==> config.mk <==
export PLATFORM = sky130hd
export DESIGN_NAME = gasp_isqrt
export DESIGN_NICKNAME = d
export VERILOG_FILES = /design/src/hw/rtl/grid_astar_path_search_macros.svh /design/src/hw/rtl/gasp_pkg.sv /design/src/hw/rtl/gasp_isqrt.sv
export SDC_FILE = /design/constraint.sdc
export NUM_CORES = 1
export LEC_CHECK = 0
export BUFFER_PORTS_ARGS = -buffer_cell sky130_fd_sc_hd__buf_4
export CORE_UTILIZATION = 47
export CTS_BUF_LIST = sky130_fd_sc_hd__clkbuf_8
export DETAILED_ROUTE_END_ITERATION = 7
export PLACE_DENSITY_LB_ADDON = 0.08
export SYNTH_ARGS = -nofsm -noshare
export SYNTH_HDL_FRONTEND = slang
export SYNTH_SLANG_ARGS = --single-unit
export TNS_END_PERCENT = 20
==> constraint.sdc <==
create_clock -name clk -period 3.8 [get_ports clk]
set_clock_uncertainty 0.2 [all_clocks]
set_input_delay 0.76 -clock clk [delete_from_list [all_inputs] [get_ports clk]]
set_output_delay 0.76 -clock clk [all_outputs]
set_load 0.1 [all_outputs]
==> src/hw/rtl/grid_astar_path_search_macros.svh <==
// Assertion macros shared by the grid A* search RTL.
// No dependencies; included by the modules that carry assertions.
`ifndef GRID_ASTAR_PATH_SEARCH_MACROS_SVH
`define GRID_ASTAR_PATH_SEARCH_MACROS_SVH

`ifndef SYNTHESIS
// property must hold at every edge outside reset
`define GASP_ASSERT(lbl, ck, rn, prop) \
  lbl: assert property (@(posedge ck) disable iff (!rn) (prop)) \
    else $error("gasp assertion failed");
// condition must never be seen outside reset
`define GASP_NEVER(lbl, ck, rn, cond) \
  lbl: assert property (@(posedge ck) disable iff (!rn) !(cond)) \
    else $error("gasp forbidden condition seen");
`else
`define GASP_ASSERT(lbl, ck, rn, prop)
`define GASP_NEVER(lbl, ck, rn, cond)
`endif

`endif

==> src/hw/rtl/gasp_pkg.sv <==
// Types and constants for the grid A* search block.
// No dependencies; imported by gasp_isqrt and grid_astar_path_search.
package gasp_pkg;

  localparam int COORD_W  = 5;
  localparam int CELL_W   = 2 * COORD_W;
  localparam int CELLS    = 1 << CELL_W;
  localparam int CNT_W    = CELL_W + 1;
  localparam int COST_W   = 11;
  localparam int H_FRAC   = 8;
  localparam int H_W      = 14;
  localparam int SQ_W     = 11;
  localparam int F_W      = COST_W + H_FRAC + 1;
  localparam int PAR_W    = 3;
  localparam int KIND_W   = 2;
  localparam int DIM_W    = 6;
  localparam int ITER_W   = 10;
  localparam int PIDX_W   = 10;
  localparam int STAT_W   = 3;
  localparam int CFG_IDX_W = 2;
  localparam int CFG_DAT_W = 10;

  // grid extent, fixed by the 5 bit coordinates
  localparam logic [DIM_W-1:0] GRID_MAX = DIM_W'(1 << COORD_W);
  localparam logic [COORD_W-1:0] COORD_LAST = {COORD_W{1'b1}};

  localparam logic [KIND_W-1:0] KIND_OPEN = 2'd0;
  localparam logic [KIND_W-1:0] KIND_WALL = 2'd1;
  localparam logic [KIND_W-1:0] KIND_LOCK = 2'd2;
  localparam logic [KIND_W-1:0] KIND_BAD  = 2'd3;

  localparam logic [1:0] FN_WRITE = 2'd0;
  localparam logic [1:0] FN_SEARCH = 2'd1;
  localparam logic [1:0] FN_READ  = 2'd2;

  localparam logic [STAT_W-1:0] ST_WRITE   = 3'd0;
  localparam logic [STAT_W-1:0] ST_GOAL    = 3'd1;
  localparam logic [STAT_W-1:0] ST_EMPTY   = 3'd2;
  localparam logic [STAT_W-1:0] ST_LIMIT   = 3'd3;
  localparam logic [STAT_W-1:0] ST_BLOCKED = 3'd4;
  localparam logic [STAT_W-1:0] ST_ENTRY   = 3'd5;
  localparam logic [STAT_W-1:0] ST_BEYOND  = 3'd6;

  localparam logic [CFG_IDX_W-1:0] CFG_WIDTH  = 2'd0;
  localparam logic [CFG_IDX_W-1:0] CFG_HEIGHT = 2'd1;
  localparam logic [CFG_IDX_W-1:0] CFG_ITER   = 2'd2;

  // parent codes: direction back towards the parent cell
  localparam logic [PAR_W-1:0] PAR_NONE = 3'd0;
  localparam logic [PAR_W-1:0] PAR_XM   = 3'd1;
  localparam logic [PAR_W-1:0] PAR_YM   = 3'd2;
  localparam logic [PAR_W-1:0] PAR_YP   = 3'd3;
  localparam logic [PAR_W-1:0] PAR_XP   = 3'd4;

  typedef struct packed {
    logic [COST_W-1:0] cost;
    logic [H_W-1:0]    h;
    logic [PAR_W-1:0]  par;
    logic              closed;
    logic              opened;
  } node_t;

  localparam int NODE_W = $bits(node_t);

endpackage

==> src/hw/rtl/gasp_isqrt.sv <==
// Bit-serial integer square root for the fixed point heuristic.
// Depends on gasp_pkg; one result bit per cycle.
module gasp_isqrt import gasp_pkg::*; (
  input  logic            clk,
  input  logic            rst_n,
  input  logic            start,
  input  logic [SQ_W-1:0] sq,
  output logic            done,
  output logic [H_W-1:0]  root
);

  localparam int VAL_W = 2 * H_W;
  localparam int REM_W = H_W + 3;
  localparam int CW    = $clog2(H_W);

  logic [VAL_W-1:0] val_r, val_nxt;
  logic [REM_W-1:0] rem_r, rem_nxt;
  logic [H_W-1:0]   root_r, root_nxt;
  logic [CW-1:0]    cnt_r, cnt_nxt;
  logic             run_r, run_nxt;
  logic             done_r, done_nxt;
  logic [REM_W-1:0] remt;
  logic [REM_W-1:0] trial;

  always_comb begin
    val_nxt  = val_r;
    rem_nxt  = rem_r;
    root_nxt = root_r;
    cnt_nxt  = cnt_r;
    run_nxt  = run_r;
    done_nxt = 1'b0;
    remt     = {rem_r[REM_W-3:0], val_r[VAL_W-1:VAL_W-2]};
    trial    = {1'b0, root_r, 2'b01};
    if (start) begin
      // radicand is sq scaled by 2^(2*H_FRAC)
      val_nxt  = VAL_W'({sq, {(2 * H_FRAC){1'b0}}});
      rem_nxt  = '0;
      root_nxt = '0;
      cnt_nxt  = '0;
      run_nxt  = 1'b1;
    end else if (run_r) begin
      val_nxt = {val_r[VAL_W-3:0], 2'b00};
      if (remt >= trial) begin
        rem_nxt  = remt - trial;
        root_nxt = {root_r[H_W-2:0], 1'b1};
      end else begin
        rem_nxt  = remt;
        root_nxt = {root_r[H_W-2:0], 1'b0};
      end
      cnt_nxt = cnt_r + 1'b1;
      if (cnt_r == CW'(H_W - 1)) begin
        run_nxt  = 1'b0;
        done_nxt = 1'b1;
      end
    end
  end

  always_ff @(posedge clk) begin
    if (!rst_n) begin
      run_r  <= 1'b0;
      done_r <= 1'b0;
      cnt_r  <= '0;
    end else begin
      run_r  <= run_nxt;
      done_r <= done_nxt;
      cnt_r  <= cnt_nxt;
    end
    val_r  <= val_nxt;
    rem_r  <= rem_nxt;
    root_r <= root_nxt;
  end

  assign done = done_r;
  assign root = root_r;

endmodule

==> metrics.yaml, run 1 <==
run_status:
  status: "complete, no violations"
setup_path:
  path_cells: "inv_1 -> ha_1 -> o211ai_1 -> o21ai_2 -> o2111ai_2 -> a221oi_4 -> or2_4 -> o311ai_0"
  cp-end-kind: "flop"
  crit_family: "compound AO/OA/AOI/OAI gates"
  worstPathArrival_ns: 2.89
  worstPathMaxFanout: 17
  slowest_stage: "a221oi_4"
  cp_slowest_stage_delay_ns: 0.69
  path_buf_inv: 1
  startpoint_type: "flop"
  critPathKind: "reg -> reg"
  crit_required_ns: 3.77
power:
  irDropWorstVdd_mv: 0.411
  p_per_area_nw_per_um2: 884
  power_leakage_nw: 1.28
cells_and_area:
  drive_above_1_share: 0.165
  nets: 358
  syn2layout_area_growth_pct: 12.2
  num_antenna_cells: 0
detailed_routing:
  drtIter0Drc: 176
  wl_met3_um: 238
  drc: 0
  wl_met2_um: 2620
  wl_met1_um: 3160
  ant_nets: 0
  maxUsedRoutingLayer: "met4"
  dr_total_vias: 2221
  viasPerCell: 5.57
  dr.pass1.iters: 4
  wl_per_cell_um: 15.2
  finalWirelength_um: 6080
timing:
  slew_violations: 0
  setup_slack_ns: 0.871
  finalSetupViolations: 0
  hold_ws_ns: 0.298
  setup_tns_ns: 0
  worstMarginPinSlew_ns: 0.740
  hold_viol: 0
  max-slew-margin-rel: 0.507
  fin_crit_sh: 0.771
  fmax_ghz: 0.341
  post-route-min-period_ns: 2.93
  rsz0062_at_grt: "no"
cts:
  cts_max_path_buffers: 2
  holdBufCountCts: 0
  cts_tree: "yes"
  cts_setup_buffers: 0
  clk_pin_slew_ns: 0.09
  clkLatencyLatePin_ns: 0.30
  clockRootBuffer: "clkbuf_8"
  cts.repair.resized: 0
  cts_sinks: 47
  h-tree-depth: 2
  cts-buffers-inserted: 5
job:
  drv_cap: 0
synthesis:
  ys.flop_type: "dfxtp_1"
  ys_seq_elements: 47
  yosys_warnings: 0
  syn-cell-area_um2: 2800
  postSynthCellCount: 301
  avgSynthCellArea_um2: 9.29
  synthesis.nets: 333
  async_flop_share: 0
  synth_edf_count: 11
  synth.distinct_cells: 49
  seq_area_frac_synth: 0.376
grt:
  antenna_found_initial: 0
  grt_pass1_vias: 2158
  grt-ovfl-total: 0
  grt_max_degree: 39
  track_usage: 0.211
  grt_pass1_wl_um: 10400
floorplanning:
  floorplan.die.width_um: 79.1
  die_y_um: 79.1
  rows: 27
  initial_utilization: 0.499
  coreArea_um2: 5610
  dieArea_um2: 6260
  boundaryPins: 29
placement:
  dp_hpwl_um: 4260
  io_buffers: 28
  gp_congestion: 0.865
  post-place-ws_ns: 0.873
worst_hold_path:
  holdCritPathClass: "reg -> reg"
layer usage:
metal,global-route usage,vias to the layer above
met2,0.310,46
met4,0.0600,0
met1,0.312,1026
met5,0,-
li1,-,1142
met3,0.0356,7
worst min-delay path: stages, from the launching register on:
cell      delay (ns)
dfxtp_1         0.33
nand2_1         0.06
o211ai_1        0.07
cell families after synthesis:
family                   Yosys count  share of synthesized area
AO/OA/AOI/OAI                     74                      0.215
flip-flops                        47                      0.376
AND/OR/NAND/NOR                   95                      0.151
adder cells (fa/ha/maj)           18                     0.0805
buffers and inverters             30                     0.0461
XOR/XNOR                          12                     0.0376
multiplexers                      25                     0.0940
metrics by stage:
stage / cell area [µm²] / total power, mW / instances / util
after floorplan: 2800 / 2.21 / 301 / -
after global placement: 3050 / 2.44 / 391 / 0.543
after detailed placement: 3050 / 2.45 / 391 / 0.543
after CTS: 3140 / 2.77 / 399 / 0.559
after global routing: 3140 / 2.99 / 399 / 0.559
final: 3140 / 2.77 / 399 / 0.559
flip-flops by register name, summed over array words and instances, names as in the netlist:
register,flops
val_r,12
rem_r,15
cnt_r,4
done,1
run_r,1
root,14
report_power, final:
part | switching [mW] | leakage, nW | total [mW] | internal [mW]
Combinational | 1.09 | 0.825 | 1.78 | 0.690
Clock | 0.182 | 0.0495 | 0.312 | 0.130
Sequential | 0.0758 | 0.405 | 0.680 | 0.604
layout make-up:
type	count	area (µm²)
Multi-Input combinational cell	224	1620
Inverter	19	71.3
Tap cell	72	90.1
Clock inverter	3	21.3
Sequential cell	47	1050
Fill cell	542	2470
Clock buffer	5	68.8
Timing Repair Buffer	29	218
cells in the final DEF, fill, tap and decap left out, types with 5 or more instances in the layout:
cell type  count
buf_4         29
inv_1         19
nand2_1       24
ha_1          18
xor2_1         5
o21ai_0        6
a21oi_1       11
mux2_2        10
a21o_1         8
clkbuf_8       5
dfxtp_1       36
xnor2_1        7
mux2i_1       15
nor2_1        46
o311a_1        6
edfxtp_1      11
o211ai_1      14
nand2b_1       6
synth_stat cells (2+ instances only):
cell type | number | area (µm²)
o311a_1 | 6 | 60.1
nor4_1 | 2 | 12.5
o21ai_0 | 6 | 30.0
o31ai_1 | 4 | 30.0
o211ai_1 | 14 | 105
clkbuf_1 | 7 | 26.3
inv_1 | 18 | 67.6
nand2b_1 | 6 | 37.5
a21oi_1 | 11 | 55.1
mux2i_1 | 15 | 150
dfxtp_1 | 36 | 721
mux2_2 | 10 | 113
and3_1 | 2 | 12.5
nand4_1 | 3 | 18.8
a31oi_1 | 2 | 12.5
buf_6 | 2 | 22.5
nor2b_1 | 2 | 12.5
xor2_1 | 5 | 43.8
o31a_1 | 3 | 26.3
and2_1 | 2 | 12.5
ha_1 | 18 | 225
nand2_1 | 24 | 90.1
a211oi_1 | 4 | 30.0
edfxtp_1 | 11 | 330
a21o_1 | 8 | 60.1
nor3_1 | 4 | 20.0
o21a_1 | 2 | 15.0
o221ai_1 | 2 | 17.5
nor2_1 | 46 | 173
xnor2_1 | 7 | 61.3
final timing paths:
kind                            to  cells after the start  slack, ns             startpoint
min          rem_r[9]$_SDFFE_PP0P_                      2       0.30  rem_r[7]$_SDFFE_PP0P_
max reg2reg  rem_r[1]$_SDFFE_PP0P_                      8       0.87   root[1]$_SDFFE_PP0P_
max          rem_r[1]$_SDFFE_PP0P_                      8       0.87   root[1]$_SDFFE_PP0P_
min reg2reg  rem_r[9]$_SDFFE_PP0P_                      2       0.30  rem_r[7]$_SDFFE_PP0P_
Note: power is estimated with default switching activity, not from simulation.
==> run 2, diff against run 1 <==
==> constraint.sdc (replaced) <==
create_clock -name clk -period 2.98 [get_ports clk]
set_clock_uncertainty 0.2 [all_clocks]
set_input_delay 0.596 -clock clk [delete_from_list [all_inputs] [get_ports clk]]
set_output_delay 0.596 -clock clk [all_outputs]
set_load 0.1 [all_outputs]
==> metrics.yaml, run 2 (synthesized netlist as in run 1, its figures left out) <==
run_status:
  status: "complete, no violations"
timing:
  fin_crit_sh: 0.894
  finalSetupViolations: 0
  post-route-min-period_ns: 2.66
  worstMarginPinSlew_ns: 0.651
  slew_violations: 0
  setup_slack_ns: 0.316
  max-slew-margin-rel: 0.564
  rsz0062_at_grt: "no"
  fmax_ghz: 0.375
  hold_viol: 0
  hold_ws_ns: 0.302
power:
  seq_power_share: 0.241
  p_sw_frac: 0.479
  p_switching_mw: 1.73
  power_leakage_nw: 1.30
  clkPwrFrac: 0.107
  irDropWorstVdd_mv: 0.666
  p_total_mw: 3.60
  p_per_area_nw_per_um2: 1140
  pwr-share-comb: 0.652
  cellInternalPower_mw: 1.87
cells_and_area:
  syn2layout_area_growth_pct: 13.2
  largest_register_ff_count: 15
  final_common_cell: "nor2_1"
  regMostFlops: "rem_r"
  nets: 361
  num_antenna_cells: 0
  layout_common_cells: "nor2_1, buf_4, dfxtp_1"
  instances_no_fill: 402
  fin_util: 0.565
  drive_above_1_share: 0.203
grt:
  grt-ovfl-total: 0
  grt_pass1_wl_um: 10000
  track_usage: 0.206
  grt_max_degree: 39
  grt_pass1_vias: 2048
  antenna_found_initial: 0
worst_hold_path:
  hold_path_depth: 2
  holdCritPathClass: "reg -> reg"
  whs_endpoint: "val_r[27]$_SDFFE_PP0P_"
  hp-start: "val_r[25]$_DFFE_PP_"
setup_path:
  critPathKind: "reg -> reg"
  worstPathMaxFanout: 12
  startpoint_type: "flop"
  crit_required_ns: 2.94
  reg2reg_from: "root[0]$_SDFFE_PP0P_"
  worstPathArrival_ns: 2.63
  r2r_cells: 8
  reg2reg_to: "rem_r[1]$_SDFFE_PP0P_"
  cp-end-kind: "flop"
  r2r_setup_slack_ns: 0.32
placement:
  post-place-ws_ns: 0.347
  io_buffers: 28
  place_inst: 394
  dp_hpwl_um: 4380
  gp_congestion: 0.883
floorplanning:
  floorplan.die.width_um: 79.1
  rows: 27
  coreArea_um2: 5610
  initial_utilization: 0.499
  dieArea_um2: 6260
  die_y_um: 79.1
  boundaryPins: 29
cts:
  clockRootBuffer: "clkbuf_8"
  h-tree-depth: 2
  clk_pin_slew_ns: 0.08
  clkLatencyLatePin_ns: 0.30
  cts-buffers-inserted: 5
  holdBufCountCts: 0
  cts_max_path_buffers: 2
  cts_tree: "yes"
  cts_setup_buffers: 0
  cts.repair.resized: 0
  cts_sinks: 47
detailed_routing:
  viasPerCell: 5.57
  ant_nets: 0
  drc: 0
  wl_per_cell_um: 15.0
  finalWirelength_um: 6040
  dr_total_vias: 2241
  dr.pass1.iters: 4
  drtIter0Drc: 103
job:
  drv_cap: 0
-- run 2: how the worst max path moves through the flow --
| stage | start | end | cells after the start |
|---|---|---|---|
| 2_1_floorplan | root[12]$_SDFFE_PP0P_ | rem_r[0]$_SDFFE_PP0P_ | 7 |
| 3_3_place_gp | root[8]$_SDFFE_PP0P_ | rem_r[3]$_SDFFE_PP0P_ | 8 |
| 3_5_place_dp | root[1]$_SDFFE_PP0P_ | rem_r[10]$_SDFFE_PP0P_ | 9 |
| 4_1_cts | root[0]$_SDFFE_PP0P_ | rem_r[10]$_SDFFE_PP0P_ | 9 |
| 5_1_grt | root[2]$_SDFFE_PP0P_ | rem_r[10]$_SDFFE_PP0P_ | 9 |
| 6_report | root[0]$_SDFFE_PP0P_ | rem_r[1]$_SDFFE_PP0P_ | 8 |
-- run 2: metrics by stage --
step / TNS (ns) / instance area [µm²]
floorplan: -0.00307 / 2810
global placement: 0 / 3080
detailed placement: 0 / 3080
CTS: 0 / 3170
global route: 0 / 3170
finish: 0 / 3170
-- run 2: metal layers --
layer / GRT usage / vias to the layer above / part of all wire
met2: 0.294 / 37 / 0.42
met3: 0.0414 / 7 / 0.039
li1: - / 1153 / -
met5: 0 / - / 0
met1: 0.306 / 1044 / 0.53
met4: 0.0655 / 0 / 0.010
-- run 2: area by class of cell --
class | instances | area (µm²)
timing repair buffer | 32 | 240
tap | 72 | 90.1
clock inverter | 3 | 16.3
multi-input combinational | 224 | 1620
clock buffer | 5 | 68.8
fill | 534 | 2440
sequential | 47 | 1060
inverter | 19 | 71.3
-- run 2: critical path, stage by stage (launching register included) --
cell and delay, ns:
dfxtp_2 0.37, inv_1 0.05, ha_1 0.36, o211ai_1 0.14, o21ai_2 0.23, o2111ai_2 0.18
a221oi_4 0.53, or2_4 0.32, o311ai_0 0.15
-- run 2: power groups by stage --
stage          logic (mW)  registers [mW]  clock network [mW]
2_1_floorplan        1.93           0.886                   0
3_3_place_gp         2.30           0.879                   0
3_5_place_dp         2.32           0.881                   0
4_1_cts              2.34           0.867               0.392
5_1_grt              2.56           0.882               0.418
6_report             2.35           0.868               0.386
